File: config.mk
export PLATFORM = sky130hd
export DESIGN_NAME = four_motor_ramped_drive_mixer
export DESIGN_NICKNAME = d
export VERILOG_FILES = /design/src/hdl/fmrdm_pkg.sv /design/src/hdl/fmrdm_front.sv /design/src/hdl/fmrdm_queue.sv /design/src/hdl/fmrdm_back.sv /design/src/hdl/four_motor_ramped_drive_mixer.sv
export VERILOG_INCLUDE_DIRS = /design/src /design/src/hdl
export SDC_FILE = /design/constraint.sdc
export NUM_CORES = 2
export LEC_CHECK = 0
export ABC_AREA = 0
export BUFFER_PORTS_ARGS = -buffer_cell sky130_fd_sc_hd__buf_2
export CAP_MARGIN = 20
export CORE_ASPECT_RATIO = 0.5
export CORE_MARGIN = 2
export CORE_UTILIZATION = 59
export DETAILED_ROUTE_END_ITERATION = 16
export PLACE_DENSITY = 0.79
export SLEW_MARGIN = 10
export SYNTH_ARGS = -nofsm -noshare
export SYNTH_HDL_FRONTEND = slang
export SYNTH_SLANG_ARGS = --single-unit
File: constraint.sdc
create_clock -name clk -period 11.2 [get_ports clk]
set_input_delay 2.8 -clock clk [delete_from_list [all_inputs] [get_ports clk]]
set_output_delay 2.8 -clock clk [all_outputs]
set_load 0.02 [all_outputs]
File: src/hdl/assert_macros.svh
// assertion helpers, clocked on clk; CHECK is disabled during rst, CHECK_ALWAYS is not
`ifndef ASSERT_MACROS_SVH
`define ASSERT_MACROS_SVH
`ifndef SYNTHESIS
`define CHECK(lbl, prop) \
  lbl: assert property (@(posedge clk) disable iff (rst) prop) \
    else $error("check failed");
`define CHECK_ALWAYS(lbl, prop) \
  lbl: assert property (@(posedge clk) prop) else $error("check failed");
`else
`define CHECK(lbl, prop)
`define CHECK_ALWAYS(lbl, prop)
`endif
`endif

File: src/hdl/fmrdm_pkg.sv
package fmrdm_pkg;

  localparam int MOTOR_COUNT = 4;
  localparam int MOTOR_IDX_W = $clog2(MOTOR_COUNT);
  localparam int QUEUE_DEPTH = 2;

  // register indexes on the configuration port
  localparam logic [1:0] REG_DEAD_ZONE   = 2'd0;
  localparam logic [1:0] REG_RAMP_STEP   = 2'd1;
  localparam logic [1:0] REG_SPEED_LIMIT = 2'd2;

  localparam logic [15:0] RESET_DEAD_ZONE   = 16'd0;
  localparam logic [15:0] RESET_RAMP_STEP   = 16'd6554;
  localparam logic [15:0] RESET_SPEED_LIMIT = 16'd65535;

  localparam logic OP_DRIVE = 1'b0;
  localparam logic OP_STOP  = 1'b1;

  typedef enum logic [1:0] {
    TURN_NONE  = 2'd0,
    TURN_LEFT  = 2'd1,
    TURN_RIGHT = 2'd2
  } turn_t;

  typedef struct packed {
    logic       operation;
    logic [7:0] stick_x;
    logic [7:0] stick_y;
    logic [7:0] left_trigger;
    logic [7:0] right_trigger;
  } cmd_t;

  typedef struct packed {
    logic [15:0] duty_right_front;
    logic [15:0] duty_right_back;
    logic [15:0] duty_left_front;
    logic [15:0] duty_left_back;
    logic        dir_right_front;
    logic        dir_right_back;
    logic        dir_left_front;
    logic        dir_left_back;
  } res_t;

  // classified tick passed from front to back
  typedef struct packed {
    logic        stop;
    logic [15:0] dist_sq;
    logic        fwd;
    turn_t       turn;
    logic [7:0]  left;
    logic [7:0]  right;
  } tick_t;

  typedef struct packed {
    logic [15:0] dead_zone;
    logic [15:0] ramp_step;
    logic [15:0] speed_limit;
  } cfg_t;

endpackage

File: src/hdl/fmrdm_front.sv
module fmrdm_front (
  input  logic             clk,
  input  logic             rst,
  input  logic             cmd_valid,
  output logic             cmd_stall,
  input  fmrdm_pkg::cmd_t  cmd,
  input  logic             q_full,
  output logic             q_push,
  output fmrdm_pkg::tick_t q_data
);

  logic [7:0] last_left;
  logic [7:0] last_right;
  logic [8:0] dx;
  logic [8:0] dy;
  logic [7:0] ax;
  logic [7:0] ay;
  logic [16:0] sq_sum;
  fmrdm_pkg::turn_t turn;

  assign cmd_stall = q_full;
  assign q_push = cmd_valid && !q_full;

  always_comb begin
    dx = {1'b0, cmd.stick_x} - 9'd128;
    dy = {1'b0, cmd.stick_y} - 9'd128;
    ax = dx[8] ? 8'(-dx) : dx[7:0];
    ay = dy[8] ? 8'(-dy) : dy[7:0];
    // at most 2 * 128^2, fits in 16 bits
    sq_sum = 17'(ax * ax) + 17'(ay * ay);
  end

  always_comb begin
    if (cmd.left_trigger == 8'd0 && cmd.right_trigger == 8'd0) begin
      turn = fmrdm_pkg::TURN_NONE;
    end else if (cmd.left_trigger > cmd.right_trigger) begin
      turn = fmrdm_pkg::TURN_LEFT;
    end else if (cmd.left_trigger < cmd.right_trigger) begin
      turn = fmrdm_pkg::TURN_RIGHT;
    end else if (cmd.left_trigger > last_left && cmd.right_trigger <= last_right) begin
      turn = fmrdm_pkg::TURN_LEFT;
    end else if (cmd.right_trigger > last_right && cmd.left_trigger <= last_left) begin
      turn = fmrdm_pkg::TURN_RIGHT;
    end else begin
      turn = fmrdm_pkg::TURN_NONE;
    end
  end

  always_comb begin
    q_data.stop    = (cmd.operation == fmrdm_pkg::OP_STOP);
    q_data.dist_sq = sq_sum[15:0];
    q_data.fwd     = (cmd.stick_y < 8'd128) || (cmd.stick_y == 8'd128 && cmd.stick_x > 8'd128);
    q_data.turn    = turn;
    q_data.left    = cmd.left_trigger;
    q_data.right   = cmd.right_trigger;
  end

  // trigger history follows drive ticks only
  always_ff @(posedge clk) begin
    if (rst) begin
      last_left  <= 8'd0;
      last_right <= 8'd0;
    end else if (q_push && cmd.operation == fmrdm_pkg::OP_DRIVE) begin
      last_left  <= cmd.left_trigger;
      last_right <= cmd.right_trigger;
    end
  end

endmodule

File: src/hdl/fmrdm_queue.sv
`include "assert_macros.svh"
module fmrdm_queue (
  input  logic             clk,
  input  logic             rst,
  input  logic             push,
  input  fmrdm_pkg::tick_t push_data,
  input  logic             pop,
  output fmrdm_pkg::tick_t pop_data,
  output logic             full,
  output logic             empty
);

  fmrdm_pkg::tick_t slot [fmrdm_pkg::QUEUE_DEPTH];
  logic       wr_ptr;
  logic       rd_ptr;
  logic [1:0] count;

  assign full     = (count == 2'(fmrdm_pkg::QUEUE_DEPTH));
  assign empty    = (count == 2'd0);
  assign pop_data = slot[rd_ptr];

  always_ff @(posedge clk) begin
    if (push) begin
      slot[wr_ptr] <= push_data;
    end
  end

  always_ff @(posedge clk) begin
    if (rst) begin
      wr_ptr <= 1'b0;
      rd_ptr <= 1'b0;
      count  <= 2'd0;
    end else begin
      if (push) wr_ptr <= ~wr_ptr;
      if (pop) rd_ptr <= ~rd_ptr;
      if (push && !pop) count <= count + 2'd1;
      else if (pop && !push) count <= count - 2'd1;
    end
  end

  `CHECK(no_pop_when_empty, pop |-> !empty)
  `CHECK(no_push_when_full, push |-> !full)
  `CHECK(count_bounded, count <= 2'(fmrdm_pkg::QUEUE_DEPTH))

endmodule

File: src/hdl/fmrdm_back.sv
`include "assert_macros.svh"
module fmrdm_back (
  input  logic             clk,
  input  logic             rst,
  input  fmrdm_pkg::cfg_t  cfg,
  input  logic             q_empty,
  input  fmrdm_pkg::tick_t q_data,
  output logic             q_pop,
  output logic             res_valid,
  input  logic             res_stall,
  output fmrdm_pkg::res_t  res
);

  typedef enum logic [2:0] {
    ST_IDLE, ST_DZSQ, ST_DZCMP, ST_P1, ST_P2, ST_P3, ST_OUT
  } state_t;

  typedef enum logic [1:0] {
    MODE_TRAVEL, MODE_SPIN, MODE_HOLD, MODE_COAST
  } mode_t;

  state_t state;
  mode_t  mode;
  fmrdm_pkg::tick_t tick;
  logic [fmrdm_pkg::MOTOR_IDX_W-1:0] idx;
  logic [15:0] mag [fmrdm_pkg::MOTOR_COUNT];
  logic        dir [fmrdm_pkg::MOTOR_COUNT];

  logic [31:0] dz_sq;
  logic [23:0] m255;
  logic [15:0] rest_sq;
  logic [23:0] lim_rest;
  logic [23:0] lim_t;
  logic [47:0] lhs;
  logic [31:0] rhs_core;

  logic [7:0]  t_cur;
  logic [7:0]  rest;
  logic [7:0]  spin_v;
  logic        want;
  logic [15:0] m_cur;
  logic [15:0] m_down;
  logic [16:0] m_sum;
  logic [15:0] m_up;
  logic        dec;
  logic        inc;
  logic [15:0] mag_next;
  logic        dir_next;
  logic        out_free;

  assign out_free = !res_valid || !res_stall;
  assign q_pop    = (state == ST_IDLE) && !q_empty;

  always_comb begin
    t_cur = 8'd0;
    if (tick.turn == fmrdm_pkg::TURN_LEFT && (idx == 2'd1 || idx == 2'd2)) t_cur = tick.left;
    if (tick.turn == fmrdm_pkg::TURN_RIGHT && (idx == 2'd0 || idx == 2'd3)) t_cur = tick.right;
    rest   = 8'd255 - t_cur;
    spin_v = (tick.turn == fmrdm_pkg::TURN_LEFT) ? tick.left : tick.right;
  end

  // per-motor ramp decision
  always_comb begin
    m_cur  = mag[idx];
    m_down = (m_cur > cfg.ramp_step) ? m_cur - cfg.ramp_step : 16'd0;
    m_sum  = {1'b0, m_cur} + {1'b0, cfg.ramp_step};
    m_up   = m_sum[16] ? 16'hFFFF : m_sum[15:0];
    if (mode == MODE_TRAVEL) want = tick.fwd ? ~idx[0] : idx[0];
    else want = (tick.turn == fmrdm_pkg::TURN_LEFT);
    if (mode == MODE_TRAVEL) begin
      // target side scaled by 2^18 needs 50 bits
      dec = ({2'b00, lhs} > {rhs_core, 18'd0}) || (m255 > lim_rest);
      inc = ({2'b00, lhs} < {rhs_core, 18'd0}) || (m255 < lim_t);
    end else begin
      dec = (m255 > {spin_v, 16'd0}) || (m_cur > cfg.speed_limit);
      inc = (m255 < {spin_v, 16'd0}) || (m_cur < cfg.speed_limit);
    end
    mag_next = m_cur;
    dir_next = dir[idx];
    unique case (mode) inside
      MODE_TRAVEL, MODE_SPIN: begin
        if (dir[idx] != want && m_cur != 16'd0) begin
          mag_next = m_down;
        end else begin
          dir_next = want;
          if (dec) mag_next = m_down;
          else if (inc) mag_next = m_up;
        end
      end
      MODE_COAST: mag_next = m_down;
      default: mag_next = m_cur;
    endcase
  end

  // rhs_core overflows are impossible: 32768 * 65025 < 2^31
  always_ff @(posedge clk) begin
    if (rst) begin
      state     <= ST_IDLE;
      res_valid <= 1'b0;
      idx       <= '0;
      mode      <= MODE_HOLD;
      for (int i = 0; i < fmrdm_pkg::MOTOR_COUNT; i++) begin
        mag[i] <= 16'd0;
        dir[i] <= 1'b0;
      end
    end else begin
      if (res_valid && !res_stall && state != ST_OUT) res_valid <= 1'b0;
      unique case (state)
        ST_IDLE: begin
          if (!q_empty) begin
            tick <= q_data;
            if (q_data.stop) begin
              for (int i = 0; i < fmrdm_pkg::MOTOR_COUNT; i++) begin
                mag[i] <= 16'd0;
                dir[i] <= 1'b0;
              end
              state <= ST_OUT;
            end else begin
              state <= ST_DZSQ;
            end
          end
        end
        ST_DZSQ: begin
          dz_sq <= cfg.dead_zone * cfg.dead_zone;
          state <= ST_DZCMP;
        end
        ST_DZCMP: begin
          if ({tick.dist_sq, 18'd0} > {2'b00, dz_sq}) mode <= MODE_TRAVEL;
          else if (tick.left != 8'd0 || tick.right != 8'd0) begin
            mode <= (tick.turn == fmrdm_pkg::TURN_NONE) ? MODE_HOLD : MODE_SPIN;
          end else mode <= MODE_COAST;
          idx   <= '0;
          state <= ST_P1;
        end
        ST_P1: begin
          m255     <= {m_cur, 8'd0} - {8'd0, m_cur};
          rest_sq  <= rest * rest;
          lim_rest <= cfg.speed_limit * rest;
          lim_t    <= cfg.speed_limit * t_cur;
          state    <= ST_P2;
        end
        ST_P2: begin
          lhs      <= m255 * m255;
          rhs_core <= tick.dist_sq * rest_sq;
          state    <= ST_P3;
        end
        ST_P3: begin
          mag[idx] <= mag_next;
          dir[idx] <= dir_next;
          if (idx == fmrdm_pkg::MOTOR_IDX_W'(fmrdm_pkg::MOTOR_COUNT - 1)) begin
            state <= ST_OUT;
          end else begin
            idx   <= idx + 1'b1;
            state <= ST_P1;
          end
        end
        ST_OUT: begin
          if (out_free) begin
            res.duty_right_front <= dir[0] ? ((mag[0] == 16'd0) ? 16'hFFFF : -mag[0]) : mag[0];
            res.duty_right_back  <= dir[1] ? ((mag[1] == 16'd0) ? 16'hFFFF : -mag[1]) : mag[1];
            res.duty_left_front  <= dir[2] ? ((mag[2] == 16'd0) ? 16'hFFFF : -mag[2]) : mag[2];
            res.duty_left_back   <= dir[3] ? ((mag[3] == 16'd0) ? 16'hFFFF : -mag[3]) : mag[3];
            res.dir_right_front  <= dir[0];
            res.dir_right_back   <= dir[1];
            res.dir_left_front   <= dir[2];
            res.dir_left_back    <= dir[3];
            res_valid <= 1'b1;
            state     <= ST_IDLE;
          end
        end
        default: state <= ST_IDLE;
      endcase
    end
  end

  `CHECK(p3_after_p2, (state == ST_P3) |-> ($past(state) == ST_P2))
  `CHECK(sweep_starts_at_zero, (state == ST_DZCMP) |=> (state == ST_P1 && idx == '0))
  `CHECK(pop_only_idle, q_pop |-> (state == ST_IDLE))

endmodule

File: src/hdl/four_motor_ramped_drive_mixer.sv
// four-motor ramped drive mixer
// command channel (cmd_valid / cmd_stall / cmd): one control tick per
// transaction, either a drive tick (stick and trigger bytes) or an emergency
// stop. result channel (res_valid / res_stall / res): exactly one transaction
// per command, carrying four locked-antiphase duties and direction bits.
// the front classifies each command (deflection squared, travel sense, turn
// choice) in the cycle it is taken and writes it to a two-entry queue.
// the back sequencer takes one queue entry at a time: a drive tick takes
// the entry, squares the dead zone and compares, then passes each motor
// through the shared multiply stages P1, P2 and P3, then the output state;
// a stop goes from taking the entry straight to the output state. the four
// motors share one set of multipliers.
// commands keep being taken while a result waits, until the queue fills;
// a stalled result holds and the back waits before writing the next one.
// reset (rst, synchronous) zeroes all motors and trigger history, empties
// the queue and loads the register defaults: dead zone 0, ramp step 6554,
// speed limit 65535. the apb port is always ready; writes while busy are
// not guarded.
module four_motor_ramped_drive_mixer (
  input  logic            clk,
  input  logic            rst,
  input  logic            cmd_valid,
  output logic            cmd_stall,
  input  fmrdm_pkg::cmd_t cmd,
  output logic            res_valid,
  input  logic            res_stall,
  output fmrdm_pkg::res_t res,
  input  logic            psel,
  input  logic            penable,
  input  logic            pwrite,
  input  logic [3:0]      paddr,
  input  logic [31:0]     pwdata,
  output logic [31:0]     prdata,
  output logic            pready
);

  fmrdm_pkg::cfg_t  cfg;
  fmrdm_pkg::tick_t push_data;
  fmrdm_pkg::tick_t pop_data;
  logic push;
  logic pop;
  logic q_full;
  logic q_empty;

  assign pready = 1'b1;

  // register file, word addressed by paddr[3:2]
  always_ff @(posedge clk) begin
    if (rst) begin
      cfg.dead_zone   <= fmrdm_pkg::RESET_DEAD_ZONE;
      cfg.ramp_step   <= fmrdm_pkg::RESET_RAMP_STEP;
      cfg.speed_limit <= fmrdm_pkg::RESET_SPEED_LIMIT;
    end else if (psel && penable && pwrite) begin
      unique case (paddr[3:2])
        fmrdm_pkg::REG_DEAD_ZONE:   cfg.dead_zone   <= pwdata[15:0];
        fmrdm_pkg::REG_RAMP_STEP:   cfg.ramp_step   <= pwdata[15:0];
        fmrdm_pkg::REG_SPEED_LIMIT: cfg.speed_limit <= pwdata[15:0];
        default: ;
      endcase
    end
  end

  always_comb begin
    unique case (paddr[3:2])
      fmrdm_pkg::REG_DEAD_ZONE:   prdata = {16'd0, cfg.dead_zone};
      fmrdm_pkg::REG_RAMP_STEP:   prdata = {16'd0, cfg.ramp_step};
      fmrdm_pkg::REG_SPEED_LIMIT: prdata = {16'd0, cfg.speed_limit};
      default:                    prdata = 32'd0;
    endcase
  end

  // classification and trigger history
  fmrdm_front u_front (
    .clk       (clk),
    .rst       (rst),
    .cmd_valid (cmd_valid),
    .cmd_stall (cmd_stall),
    .cmd       (cmd),
    .q_full    (q_full),
    .q_push    (push),
    .q_data    (push_data)
  );

  // decouples the front from the back
  fmrdm_queue u_queue (
    .clk       (clk),
    .rst       (rst),
    .push      (push),
    .push_data (push_data),
    .pop       (pop),
    .pop_data  (pop_data),
    .full      (q_full),
    .empty     (q_empty)
  );

  // motor ramp sequencer and result register
  fmrdm_back u_back (
    .clk       (clk),
    .rst       (rst),
    .cfg       (cfg),
    .q_empty   (q_empty),
    .q_data    (pop_data),
    .q_pop     (pop),
    .res_valid (res_valid),
    .res_stall (res_stall),
    .res       (res)
  );

endmodule

==> flow_summary.ini <==
[outcome]
outcome = completed

[synthesis]
synth_edf_count = 440
synth_area_per_cell_sq_um = 9.59
netlist_area_sq_mm = 0.0699
synth_top_area_cell = fa_1
ys.flop_type = edfxtp_1
yosysUniqueCellTypes = 88
synth.area.top_cells = fa_1 (30%), edfxtp_1 (19%), ha_1 (13%), inv_1 (8.4%), nand2_1 (4.5%)
yosys_register_bits = 519
async_flop_share = 0
synth_cells = 7288
synth_top_area_frac = 0.297
ys_seq_area_frac = 0.212
ys_warn_count = 0

[clock_tree]
root_buffer = clkbuf_16
path_clk_slew_ns = 0.07
cts.sinks = 519
clockBufferDepth = 3
ctsHoldBuffers = 0
cts_resized = 0
cts_setup_buffers = 0
clk_latency_ns = 0.68
numCtsBuffers = 52
htree_levels = 2
cts_tree = built

[finish]
area.growth.synth_to_final_pct = 6.13
mostFrequentLayoutCell = inv_1
multi_input_area_sq_mm = 0.0483
regArea_sq_mm = 0.0148
fin_util = 0.630
nFillCells = 9350
fin_nets = 9200
layout-drive-gt1-share = 0.0574
final_cell_mix = inv_1 (1567), fa_1 (1036), nand2_1 (837), ha_1 (749), edfxtp_1 (440)
final_cell_count_no_fill = 8981

[floorplanning]
rows = 89
start_util = 0.594
dieArea_sq_mm = 0.121
ios = 179
chipHeight_um = 247
fp.dieW_um = 491
coreArea_sq_mm = 0.118

[sta]
slew_headroom = 0.152
rsz0062_at_grt = false
tightest_slew_ns = 1.25
final_hold_viol_count = 0
min_period_ns = 8.97
max_clock_freq_mhz = 112
clock_skew_ns = 0.0701
slew_viol_final = 0
finalSetupTns_ns = 0
setup_viol = 0
finalCritPeriodShare = 0.801

[placement]
port_buffers = 143
place_inst = 8874
place_congestion = 0.969
hpwl_um = 137000

[route]
dr.pass1.iters = 6
drt_wl_total_um = 175000
vias = 51200
vias_per_cell = 5.70
route.detailed.drc = 0
postRouteAntennaNets = 0
routedWlPerCell_um = 19.5
dr.first_iter.drc_count = 4848

[global_routing]
track_usage = 0.294
overflow = 0
grt_util_met3 = 0.0591
use_met1 = 0.397
grt_max_degree = 74
grt_pass1_vias = 52800
antenna_found_initial = 18
grt_pass1_wl_um = 280000
grt_util_met2 = 0.469
busiest_layer = met2

[worst_setup_path]
reg2reg_slack_ns = 2.46
r2r_cells = 27
critPathKind = input pin to flip-flop
crit_end = u_queue.slot[0][33]
rr_startpoint = u_back.m255[19]
arrival_ns = 9.36
crit_path_start = cmd[24]
worstPathMaxFanout = 10
critPathCaptureType = flip-flop
critPathLaunchType = input pin
crit_required_ns = 11.59
r2r_end = u_back.lhs[44]

[worst_hold_path]
min-delay-path-class = flip-flop to flip-flop

[job]
cap_violations = 0
metrics by stage:
step                setup WS [ns]  instance area [sq um]  hold slack (ns)
global route                 1.67                  74200            0.468
detailed placement           1.65                  72400            0.447
global placement             1.73                  72400            0.442
CTS                          2.33                  74100            0.455
finish                       2.23                  74200            0.453
floorplan                    2.12                  70000            0.436
layer usage:
| layer | routed length [um] | vias up |
|---|---|---|
| met5 | 0 | - |
| met4 | 8230 | 0 |
| met3 | 18400 | 467 |
| met2 | 78200 | 2290 |
| met1 | 70200 | 25300 |
| li1 | - | 23100 |
cell usage after synthesis (23+ instances only):
| master | number |
|---|---|
| nor2_1 | 400 |
| nor3_1 | 57 |
| nand2_1 | 837 |
| nor4_1 | 35 |
| mux2i_1 | 29 |
| and2_1 | 292 |
| a211oi_1 | 31 |
| o21a_1 | 41 |
| edfxtp_1 | 440 |
| ha_1 | 749 |
| nand3_1 | 69 |
| or3_1 | 23 |
| o31ai_1 | 24 |
| a21oi_1 | 263 |
| and3_1 | 30 |
| clkbuf_1 | 230 |
| xor2_1 | 105 |
| dfxtp_1 | 79 |
| a21o_1 | 92 |
| nor2b_1 | 59 |
| xnor2_1 | 181 |
| nand4_1 | 35 |
| nand2b_1 | 27 |
| o21bai_1 | 35 |
| inv_1 | 1567 |
| mux2_2 | 41 |
| fa_1 | 1036 |
| o211ai_1 | 47 |
| o21ai_0 | 151 |
how the worst min path moves through the flow:
| stage | from | endpoint | slack, ns | cells after the start |
|---|---|---|---|---|
| 2_1_floorplan | u_front.last_left[1] | u_front.last_left[1] | 0.44 | 2 |
| 3_3_place_gp | u_front.last_left[7] | u_front.last_left[7] | 0.44 | 2 |
| 3_5_place_dp | u_front.last_left[5] | u_front.last_left[5] | 0.45 | 2 |
| 4_1_cts | u_front.last_left[5] | u_front.last_left[5] | 0.46 | 2 |
| 5_1_grt | u_front.last_right[4] | u_front.last_right[4] | 0.47 | 2 |
| 6_report | u_front.last_left[3] | u_front.last_left[3] | 0.45 | 2 |
kinds of logic (layout without fill, tap and decap cells):
family	count (synthesis)	count (layout)	share of synthesized area
other	2	37	0.000107
DFF	519	519	0.212
xor gates and xnor gates	286	286	0.0358
buffers and inverters	1839	1905	0.0999
muxes	88	88	0.0166
adders and majority gates	1785	1785	0.431
AOI/OAI and AO/OA	824	824	0.0758
and+or+nand+nor	1945	1945	0.130
flip-flops by register name (all words and copies together) (netlist names), 2 cells and up, named ones only:
register and count:
u_back.mode 2, u_back.lim_t 24, u_back.rhs_core 32, u_back.res 68
u_back.rest_sq 15, u_back.dz_sq 31, u_back.m255 24, u_back.mag 64
u_back.dir 4, u_front.last_right 8, u_back.lim_rest 24, u_back.lhs 47
u_back.idx 2, cfg 48, u_front.last_left 8, u_queue.count 2
u_back.tick 35, u_queue.slot 72, u_back.state 3
cell type report:
| class | count | share of cell area |
|---|---|---|
| multi-input cells | 4959 | 0.651 |
| inverters | 1578 | 0.0798 |
| clock buffers | 63 | 0.0182 |
| well taps | 1592 | 0.0268 |
| repair buffers | 229 | 0.0187 |
| flip-flops and latches | 519 | 0.199 |
| diodes | 6 | 0.000202 |
| clock inverters | 35 | 0.00555 |
worst max-delay path, stage by stage:
cell	delay, ns
buf_2	0.16
nor3_1	0.33
a21oi_1	0.13
xor2_1	0.62
and2_1	0.32
fa_1	0.43
inv_1	0.09
fa_1	0.41
fa_1	0.52
inv_1	0.06
fa_1	0.53
inv_1	0.05
fa_1	0.45
fa_1	0.48
inv_1	0.04
ha_1	0.31
inv_1	0.07
o21bai_1	0.07
a21oi_1	0.25
o21bai_1	0.12
a21oi_1	0.24
o21ai_0	0.20
or4_1	0.42
o311ai_0	0.12
xnor2_1	0.14
Power is left out: the tool's default activity adds up to more than one toggle a clock period on the data nets, which glitch-free logic cannot reach.
